===== config.mk =====
export PLATFORM = sky130hd
export DESIGN_NAME = sorm_cell
export DESIGN_NICKNAME = d
export VERILOG_FILES = /design/src/rtl/sorm_pkg.sv /design/src/rtl/sorm_cell.sv
export SDC_FILE = /design/constraint.sdc
export NUM_CORES = 1
export LEC_CHECK = 0
export BUFFER_PORTS_ARGS = -buffer_cell sky130_fd_sc_hd__buf_2
export CORE_ASPECT_RATIO = 1.75
export CORE_MARGIN = 1.5
export CORE_UTILIZATION = 35
export CTS_CLUSTER_SIZE = 8
export DETAILED_ROUTE_END_ITERATION = 8
export PLACE_DENSITY = 0.64
export SETUP_SLACK_MARGIN = 0.05
export SLEW_MARGIN = 10
export SYNTH_ARGS = -nofsm -noshare
export SYNTH_HDL_FRONTEND = slang
export SYNTH_SLANG_ARGS = --single-unit

===== constraint.sdc =====
create_clock -name clk -period 5.25 [get_ports clk]
set_clock_uncertainty 0.2 [all_clocks]
set_input_delay 0.2625 -clock clk [delete_from_list [all_inputs] [get_ports clk]]
set_output_delay 0.2625 -clock clk [all_outputs]
set_load 0.02 [all_outputs]

===== src/rtl/sorm_pkg.sv =====
// shared types and constants of the sorted offset range map
package sorm_pkg;

    localparam int TABLE_DEPTH = 256;
    localparam int CNT_W       = $clog2(TABLE_DEPTH + 1);

    localparam int ROW_W  = 32;
    localparam int COL_W  = 16;
    localparam int KEY_W  = ROW_W + COL_W;
    localparam int ROFF_W = ROW_W + 1;
    localparam int COFF_W = COL_W + 1;

    localparam logic [1:0] REQ_APPEND = 2'd0;
    localparam logic [1:0] REQ_MAP    = 2'd1;
    localparam logic [1:0] REQ_CLEAR  = 2'd2;

    localparam logic [1:0] STAT_OK    = 2'd0;
    localparam logic [1:0] STAT_ORDER = 2'd1;
    localparam logic [1:0] STAT_FULL  = 2'd2;
    localparam logic [1:0] STAT_SAT   = 2'd3;

    // one stored breakpoint, offsets in two's complement
    typedef struct packed {
        logic [KEY_W-1:0]  pos;
        logic [ROFF_W-1:0] roff;
        logic [COFF_W-1:0] coff;
    } entry_t;

    // search token handed from one cell to the next
    typedef struct packed {
        logic              tok;
        logic              found;
        logic [ROFF_W-1:0] roff;
        logic [COFF_W-1:0] coff;
    } link_t;

endpackage


===== src/rtl/sorm_cell.sv =====
// one breakpoint cell: holds an entry and updates the passing search token
module sorm_cell (
    input  logic                      clk,
    input  logic                      rst_n,
    input  logic                      wr_en,
    input  sorm_pkg::entry_t          wr_entry,
    input  logic                      live,
    input  logic [sorm_pkg::KEY_W-1:0] key,
    input  sorm_pkg::link_t           prev,
    output sorm_pkg::link_t           next
);
    import sorm_pkg::*;

    entry_t            ent_reg;
    logic              tok_reg;
    logic              found_reg;
    logic [ROFF_W-1:0] roff_reg;
    logic [COFF_W-1:0] coff_reg;
    logic              hit;

    // entries are sorted, so the last hit along the chain is the greatest one
    assign hit = live && (ent_reg.pos <= key);

    always_ff @(posedge clk or negedge rst_n)
    begin
        if (!rst_n)
        begin
            tok_reg <= 1'b0;
        end
        else
        begin
            tok_reg <= prev.tok;
        end
    end

    always_ff @(posedge clk)
    begin
        if (wr_en)
        begin
            ent_reg <= wr_entry;
        end
        if (prev.tok)
        begin
            found_reg <= hit || prev.found;
            roff_reg  <= hit ? ent_reg.roff : prev.roff;
            coff_reg  <= hit ? ent_reg.coff : prev.coff;
        end
    end

    assign next.tok   = tok_reg;
    assign next.found = found_reg;
    assign next.roff  = roff_reg;
    assign next.coff  = coff_reg;
endmodule


==> flow_summary.json, run 1 <==
{
  "outcome": "complete, no violations",
  "vias": 7051,
  "port_buffers": 253,
  "synth_seq_cells": 150,
  "die_y_um": 205,
  "fin_crit_ns": 3.72,
  "initial_core_util_pct": 35.8,
  "post_cts.repair.setup_buffers": 0,
  "design.final.nets": 1261,
  "min_period_over_period_pct": 70.9,
  "fmax_mhz": 269,
  "clk_latency_ns": 0.45,
  "highest_layer": "met4",
  "finalMaxSlewViolations": 0,
  "clk_pin_slew_worst_paths_ns": 0.06,
  "crit_arrival_ns": 3.67,
  "dieWidth_um": 118,
  "residual_drc_count": 0,
  "gr-total-overflow": 0,
  "multi_input_area_um2": 3210,
  "setup.worst_path.start_class": "flip-flop",
  "ys_types": 37,
  "worst_setup_end_kind": "flip-flop",
  "leakagePower_nw": 4.67,
  "drtAntennaViolNets": 0,
  "final_common_cell": "sky130_fd_sc_hd__buf_2",
  "mappedNetlistNets": 884,
  "fraction_of_final_layout_cells_with_drive_strength_greater_than_1_pct": 33.8,
  "core_area_um2": 22700,
  "drt-pass1-iter-count": 5,
  "cap_violations": 0,
  "grt_setup_unrepaired": "false",
  "synth.cell_area_um2": 8140,
  "slew_of_the_pin_with_the_lowest_slew_margin_ns": 1.10,
  "via_count_normalized_by_instance_count": 5.31,
  "final_core_util_pct": 51.6,
  "largest_net_degree_at_the_start_of_global_routing": 83,
  "mostFrequentLayoutCells": "sky130_fd_sc_hd__buf_2 (252), sky130_fd_sc_hd__dlygate4sd3_1 (151), sky130_fd_sc_hd__edfxtp_1 (149)",
  "cts_tree": "built",
  "number_of_flip_flops_under_the_largest_register_name": 98,
  "power_density_nw_per_um2": 286,
  "detail_route.wirelength.met1_um": 8620,
  "worst-path-max-fanout": 51,
  "routed-wl-met2_um": 13000,
  "synth.yosys.seq_area_share_pct": 55.3,
  "setup_violations": 0,
  "globalplace.congestion": 0.799,
  "grt_antenna_before_repair": 4,
  "seqCellArea_um2": 4500,
  "rows": 73,
  "crit_type": "reg2reg",
  "cts_htree_levels": 4,
  "floorplan.die_area_um2": 24200,
  "fillCellCount": 1929,
  "gate_count_post_synth": 634,
  "syn_avg_cell_area_um2": 12.8,
  "post_drt_wl_per_cell_um": 18.0,
  "timing.hold.worst.class": "in2reg",
  "grt_first_pass_wirelength_um": 37300,
  "synth-warning-count": 0,
  "hold_viol": 0,
  "tritoncts_buffer_count": 17,
  "hpwlAfterDp_um": 14900,
  "worstPathRequired_ns": 5.20,
  "postRouteWirelength_um": 23900,
  "peak_supply_drop_v": 0.000231,
  "tritoncts_num_sinks": 150,
  "detailedRoute.firstIterationViolations": 417,
  "cts_root_buffer": "sky130_fd_sc_hd__clkbuf_16",
  "vias_in_the_first_global_route": 7205,
  "wl_met3_um": 1190,
  "syn2layout_area_growth_pct": 44.1,
  "clock_tree.buffer_depth": 2,
  "top_level_ports": 254,
  "worst_slew_margin_rel_pct": 27.0,
  "totalNegativeSetupSlack_ns": 0,
  "grt_util_all_layers_pct": 20.1
}
-- path summary, 6_finish.rpt --
path | from | endpoint | slack (ns) | depth (start not counted)
setup / recovery | ent_reg[96]$_DFFE_PP_ | roff_reg[20]$_DFFE_PP_ | 1.53 | 8
hold / removal | wr_en | ent_reg[75]$_DFFE_PP_ | 0.25 | 1
setup reg to reg | ent_reg[96]$_DFFE_PP_ | roff_reg[20]$_DFFE_PP_ | 1.53 | 8
hold reg to reg | ent_reg[26]$_DFFE_PP_ | roff_reg[9]$_DFFE_PP_ | 0.50 | 2
max in group asynchronous | rst_n | tok_reg$_DFF_PN0_ | 4.32 | 3
min in group asynchronous | rst_n | tok_reg$_DFF_PN0_ | 0.43 | 3
-- area by class of cell --
| class | instances | share of cell area [%] |
|---|---|---|
| inverters | 51 | 1.63 |
| multi-input cells | 377 | 27.4 |
| flip-flops and latches | 150 | 38.3 |
| repair buffers | 414 | 24.3 |
| clock inverters | 14 | 1.36 |
| well taps | 300 | 3.20 |
| clock buffers | 18 | 3.66 |
| diodes | 4 | 0.0853 |
-- layer usage --
metal / global-route usage [%] / vias to the layer above
li1: - / 3318
met1: 20.6 / 3383
met2: 36.9 / 283
met3: 4.51 / 67
met4: 11.8 / 0
met5: 0 / -
-- timing repair --
action,4_1_cts,5_1_grt
hold buffers,151,0
hold endpoints to repair,150,0
gates resized for setup,0,0
-- where the power goes --
| group | internal, mW | leakage, nW | switching [mW] |
|---|---|---|---|
| clock | 0.740 | 0.268 | 0.505 |
| combinational | 0.300 | 2.93 | 0.338 |
| sequential | 1.44 | 1.47 | 0.0292 |
| total | 2.48 | 4.67 | 0.873 |
-- per-stage QoR --
step	instance area [um2]	power [mW]	std cells	setup slack, ns	hold slack (ns)
floorplan	8140	1.83	634	2.72	-0.233
global placement	9620	2.03	1141	1.61	-0.162
detailed placement	9620	2.04	1141	1.57	-0.162
CTS	11700	3.39	1324	1.53	0.227
global route	11700	3.49	1328	1.32	0.254
finish	11700	3.36	1328	1.53	0.247
-- worst max-delay path, stage by stage, from the launching register on --
cell and delay, ns:
sky130_fd_sc_hd__edfxtp_1 0.38, sky130_fd_sc_hd__ha_1 0.32, sky130_fd_sc_hd__nand4_1 0.11, sky130_fd_sc_hd__nor3_1 0.33, sky130_fd_sc_hd__o21ai_0 0.23, sky130_fd_sc_hd__a21oi_4 0.15, sky130_fd_sc_hd__buf_4 0.54, sky130_fd_sc_hd__or2_4 0.88
sky130_fd_sc_hd__o311ai_2 0.22
-- cell families after synthesis --
logic type	Yosys count	share of synthesized area, %
adders and majority gates	48	7.38
DFF	150	55.3
buffers and inverters	107	5.76
AOI/OAI and AO/OA	239	26.7
and+or+nand+nor	90	4.90
-- Yosys cell counts, drive strengths merged --
master	count	area [um2]
a21o	2	15.0
a221oi	3	32.5
nand2b	1	6.26
o31ai	2	20.0
nor4	2	18.8
edfxtp	149	4470
o21ai	8	40.0
buf	21	146
a21oi	20	100
o2bb2ai	50	438
nand4	11	68.8
a211o	1	8.76
and4	2	17.5
nand3	2	10.0
nor2b	1	6.26
or2	1	6.26
o211ai	51	383
ha	48	601
o311ai	50	806
nand2	63	236
a2111oi	1	8.76
nor3	2	10.0
a31oi	50	313
inv	50	188
a311oi	1	8.76
dfrtp	1	25.0
clkinv	1	3.75
clkbuf	35	131
nor2	5	18.8
(Power assumes the default switching activity.)
==> run 2: changes to the inputs <==
clock period = 3.6 ns   (was 5.25 ns; I/O delays follow)
==> run 2 against run 1 <==
Compared with the run above: worst setup slack got worse by 1.0 ns; final cell count did not move; global-route usage fell by 0.55 points; maximum frequency rose by 21%; non-clock buffer count rose by 4; core utilization rose by 0.14 points; total power rose by 43%; sequential power rose by 46%.
==> flow_summary.json, run 2 (synthesized netlist as in run 1, its figures left out) <==
{
  "worst_slew_margin_rel_pct": 30.8,
  "drt-pass1-iter-count": 5,
  "grt_antenna_before_repair": 3,
  "critical_path.reg2reg.endpoint": "coff_reg[4]$_DFFE_PP_",
  "number_of_flip_flops_under_the_largest_register_name": 98,
  "hold_ws_ns": 0.176,
  "clk_pin_slew_worst_paths_ns": 0.06,
  "crit_arrival_ns": 3.12,
  "post_cts_resize_count": 0,
  "critPathSlowestCell": "sky130_fd_sc_hd__a21oi_4",
  "timing.hold.worst.class": "in2reg",
  "wl_met3_um": 1150,
  "ctsHoldBuffers": 151,
  "highest_layer": "met5",
  "post_drt_wl_per_cell_um": 17.5,
  "postRouteWirelength_um": 23200,
  "design.final.nets": 1265,
  "timing.hold.worst.start": "prev[51]",
  "syn2layout_area_growth_pct": 44.5,
  "worst-path-max-fanout": 28,
  "grt_setup_unrepaired": "false",
  "totalNegativeSetupSlack_ns": 0,
  "reg2reg_from": "ent_reg[95]$_DFFE_PP_",
  "initial_core_util_pct": 35.8,
  "vias_in_the_first_global_route": 7294,
  "fin_crit_ns": 3.07,
  "hold_path_depth": 1,
  "globalplace.congestion": 0.808,
  "clock_tree.buffer_depth": 2,
  "core_area_um2": 22700,
  "slew_of_the_pin_with_the_lowest_slew_margin_ns": 1.04,
  "cells_along_the_critical_path": "ha_1 > nand4_1 > nor3_1 > o21ai_0 > a21oi_4 > buf_4 > o211ai_1 > o311ai_2",
  "leakagePower_nw": 4.69,
  "via_count_normalized_by_instance_count": 5.25,
  "post_cts.repair.setup_buffers": 0,
  "timing.critical_path.from": "ent_reg[95]$_DFFE_PP_",
  "cts_root_buffer": "sky130_fd_sc_hd__clkbuf_16",
  "cts_tree": "built",
  "reg2regPathDepth": 8,
  "mostFrequentLayoutCells": "sky130_fd_sc_hd__buf_2 (252), sky130_fd_sc_hd__dlygate4sd3_1 (151), sky130_fd_sc_hd__edfxtp_1 (149)",
  "hpwlAfterDp_um": 15200,
  "whs_endpoint": "coff_reg[14]$_DFFE_PP_",
  "power_density_nw_per_um2": 408,
  "detail_route.wirelength.met1_um": 8410,
  "floorplan.die_area_um2": 24200,
  "fraction_of_final_layout_cells_with_drive_strength_greater_than_1_pct": 34.1,
  "finalMaxSlewViolations": 0,
  "cap_violations": 0,
  "grt_first_pass_wirelength_um": 36500,
  "detailedRoute.firstIterationViolations": 397,
  "vias": 6974,
  "setup.worst_path.start_class": "flip-flop",
  "cts_htree_levels": 4,
  "largest_net_degree_at_the_start_of_global_routing": 94,
  "fmax_mhz": 326,
  "rows": 73,
  "final_core_util_pct": 51.7,
  "worst_setup_end_kind": "flip-flop",
  "min_period_over_period_pct": 85.3,
  "gr-total-overflow": 0,
  "finish.cell_count_without_fillers": 1328,
  "crit_type": "reg2reg",
  "peak_supply_drop_v": 0.000332,
  "tritoncts_buffer_count": 17,
  "reg2reg_setup_slack_ns": 0.53,
  "tritoncts_num_sinks": 150,
  "setup_violations": 0,
  "residual_drc_count": 0,
  "top_level_ports": 254,
  "clk_latency_ns": 0.43,
  "die_y_um": 205,
  "outcome": "complete, no violations",
  "routed-wl-met2_um": 12700,
  "dieWidth_um": 118,
  "grt_util_all_layers_pct": 19.5,
  "port_buffers": 253,
  "final_common_cell": "sky130_fd_sc_hd__buf_2",
  "worstPathRequired_ns": 3.65,
  "drtAntennaViolNets": 0,
  "slowest_delay_ns": 0.63,
  "dp.cells": 1145,
  "hold_viol": 0
}
run 2: cell types whose count changed in the layout (fill, tap and decap cells not counted):
cell / change
sky130_fd_sc_hd__buf_12: +4
sky130_fd_sc_hd__clkinv_2: +2
sky130_fd_sc_hd__bufinv_16: -1
sky130_fd_sc_hd__clkinv_4: -2
sky130_fd_sc_hd__clkinv_1: -3
run 2: how the worst max path moves through the flow:
stage	endpoint	slack (ns)
after global placement	roff_reg[22]$_DFFE_PP_	0.61
final	coff_reg[4]$_DFFE_PP_	0.53
after floorplan	coff_reg[0]$_DFFE_PP_	1.07
after detailed placement	roff_reg[21]$_DFFE_PP_	0.57
after global routing	roff_reg[21]$_DFFE_PP_	0.29
after CTS	roff_reg[21]$_DFFE_PP_	0.50
run 2: power breakdown:
group / internal [mW] / switching (mW)
registers: 2.10 / 0.0416
logic: 0.453 / 0.494
clock network: 0.997 / 0.704
run 2: critical path, delay by kind of cell (launching register included):
family                     cells  cell delay, ns
adders and majority gates      1            0.33
AOI/OAI and AO/OA              4            1.11
buffers and inverters          1            0.46
and+or+nand+nor                2            0.39
DFF                            1            0.38
run 2: layout make-up:
type / instances / area [um2]
diodes: 4 / 10.0
clock buffers: 18 / 429
clock inverters: 10 / 111
fillers: 1934 / 11000
inverters: 51 / 191
multi-input cells: 377 / 3210
flip-flops and latches: 150 / 4500
well taps: 300 / 375
repair buffers: 418 / 2940
run 2: routing by layer:
layer,up-vias,track usage [%]
met5,-,0
met4,2,10.8
met3,56,4.23
met2,266,36.3
met1,3327,20.1
li1,3323,-
run 2: per-stage QoR:
stage	power (mW)	setup slack, ns	area, um2
after floorplan	2.67	1.07	8140
after global placement	2.99	0.611	9700
after detailed placement	3.00	0.566	9700
after CTS	4.85	0.501	11800
after global routing	5.00	0.291	11800
final	4.79	0.530	11800
==> run 3: changes to the inputs <==
CTS_BUF_LIST = sky130_fd_sc_hd__clkbuf_16   (was not set)
==> run 3 against run 2 <==
Compared with the run above: final cell count unchanged; total power about the same; non-clock buffer count did not move; routed wire length is essentially flat; cell area did not move; sequential power hardly changed; worst setup slack lost 0.0048 ns; core utilization unchanged; first-iteration DRC count is 1.5% higher; sequential share of layout area did not move; worst hold slack better by 0.0024 ns; flip-flop and latch count unchanged.
==> flow_summary.json, run 3 (synthesized netlist as in run 1, its figures left out) <==
{
  "worstPathBufferInverterCount": 1,
  "design.final.nets": 1265,
  "postRouteWirelength_um": 23200,
  "fmax_mhz": 325,
  "post_drt_wl_per_cell_um": 17.5,
  "post-place-ws_ns": 0.566,
  "totalNegativeSetupSlack_ns": 0,
  "power_density_nw_per_um2": 407,
  "fin_crit_ns": 3.07,
  "slew_of_the_pin_with_the_lowest_slew_margin_ns": 1.03,
  "worstPathRequired_ns": 3.65,
  "vias": 6985,
  "worst-path-max-fanout": 28,
  "finalMaxSlewViolations": 0,
  "hold_viol": 0,
  "critical_path.top_delay_family": "compound AO/OA/AOI/OAI gates",
  "ctsHoldBuffers": 151,
  "cap_violations": 0,
  "residual_drc_count": 0,
  "drtAntennaViolNets": 0,
  "grt_setup_unrepaired": "false",
  "crit_arrival_ns": 3.12,
  "cts_tree": "built",
  "clk_pin_slew_worst_paths_ns": 0.06,
  "fraction_of_final_layout_cells_with_drive_strength_greater_than_1_pct": 34.1,
  "multi_input_area_um2": 3210,
  "worst_slew_margin_rel_pct": 30.9,
  "setup.worst_path.start_class": "flip-flop",
  "die_y_um": 205,
  "timing.hold.worst.class": "in2reg",
  "setup_violations": 0,
  "grt_antenna_before_repair": 3,
  "via_count_normalized_by_instance_count": 5.26,
  "rows": 73,
  "gr-total-overflow": 0,
  "core_area_um2": 22700,
  "top_level_ports": 254,
  "grt_util_all_layers_pct": 19.5,
  "fillCellCount": 1934,
  "seqCellArea_um2": 4500,
  "critPathSlowestCell": "sky130_fd_sc_hd__a21oi_4",
  "vias_in_the_first_global_route": 7294,
  "post_cts.repair.setup_buffers": 0,
  "peak_supply_drop_v": 0.000331,
  "hpwlAfterDp_um": 15200,
  "worst_setup_end_kind": "flip-flop",
  "tritoncts_num_sinks": 150,
  "port_buffers": 253,
  "final_core_util_pct": 51.7,
  "cts_root_buffer": "sky130_fd_sc_hd__clkbuf_16",
  "tritoncts_buffer_count": 17,
  "largest_net_degree_at_the_start_of_global_routing": 94,
  "globalplace.congestion": 0.808,
  "final_common_cell": "sky130_fd_sc_hd__buf_2",
  "outcome": "complete, no violations",
  "floorplan.die_area_um2": 24200,
  "min_period_over_period_pct": 85.4,
  "leakagePower_nw": 4.69,
  "cts_htree_levels": 4,
  "syn2layout_area_growth_pct": 44.5,
  "grt_first_pass_wirelength_um": 36500,
  "crit_type": "reg2reg",
  "slowest_delay_ns": 0.63,
  "initial_core_util_pct": 35.8,
  "mostFrequentLayoutCells": "sky130_fd_sc_hd__buf_2 (252), sky130_fd_sc_hd__dlygate4sd3_1 (151), sky130_fd_sc_hd__edfxtp_1 (149)",
  "dieWidth_um": 118,
  "clock_tree.buffer_depth": 2,
  "post_cts_resize_count": 0,
  "drt-pass1-iter-count": 5,
  "clk_latency_ns": 0.43,
  "final.setup.worst_slack_ns": 0.525,
  "detailedRoute.firstIterationViolations": 403,
  "cells_along_the_critical_path": "ha_1 > nand4_1 > nor3_1 > o21ai_0 > a21oi_4 > buf_4 > o211ai_1 > o311ai_2",
  "number_of_flip_flops_under_the_largest_register_name": 98
}
run 3: final timing paths:
| kind | from | end | slack [ns] | depth (start not counted) |
|---|---|---|---|---|
| max | ent_reg[95]$_DFFE_PP_ | coff_reg[4]$_DFFE_PP_ | 0.53 | 8 |
| min in group asynchronous | rst_n | tok_reg$_DFF_PN0_ | 0.40 | 3 |
| max in group asynchronous | rst_n | tok_reg$_DFF_PN0_ | 2.69 | 3 |
| min reg2reg | ent_reg[29]$_DFFE_PP_ | roff_reg[12]$_DFFE_PP_ | 0.50 | 2 |
| max reg2reg | ent_reg[95]$_DFFE_PP_ | coff_reg[4]$_DFFE_PP_ | 0.53 | 8 |
| min | prev[51] | coff_reg[14]$_DFFE_PP_ | 0.18 | 1 |
run 3: power by group:
part           switching [mW]  leakage (nW)  internal, mW
logic                   0.494          2.97         0.453
registers              0.0417          1.47          2.10
clock network           0.705         0.253         0.994
run 3: per-layer routing:
metal	share of wire (%)	wire, um	vias to the layer above	global-route usage, %
met5	0.026	6	-	0
met4	4.0	939	2	10.8
met1	37	8470	3334	20.1
met2	55	12600	268	36.3
li1	-	-	3323	-
met3	4.8	1120	58	4.23
run 3: through the flow:
step           total power [mW]  instances  hold WS [ns]  area (um2)
2_1_floorplan              2.67        634        -0.316        8140
3_3_place_gp               2.99       1145        -0.244        9700
3_5_place_dp               3.00       1145        -0.243        9700
4_1_cts                    4.85       1324         0.175       11800
5_1_grt                    5.00       1327         0.192       11800
6_report                   4.79       1328         0.179       11800
run 3: layout make-up:
cell class | instances | share of cell area, %
sequential | 150 | 38.2
multi-input combinational | 377 | 27.3
timing repair buffer | 418 | 24.9
clock buffer | 17 | 3.62
tap | 300 | 3.19
inverter | 51 | 1.63
clock inverter | 11 | 0.978
antenna | 4 | 0.0851
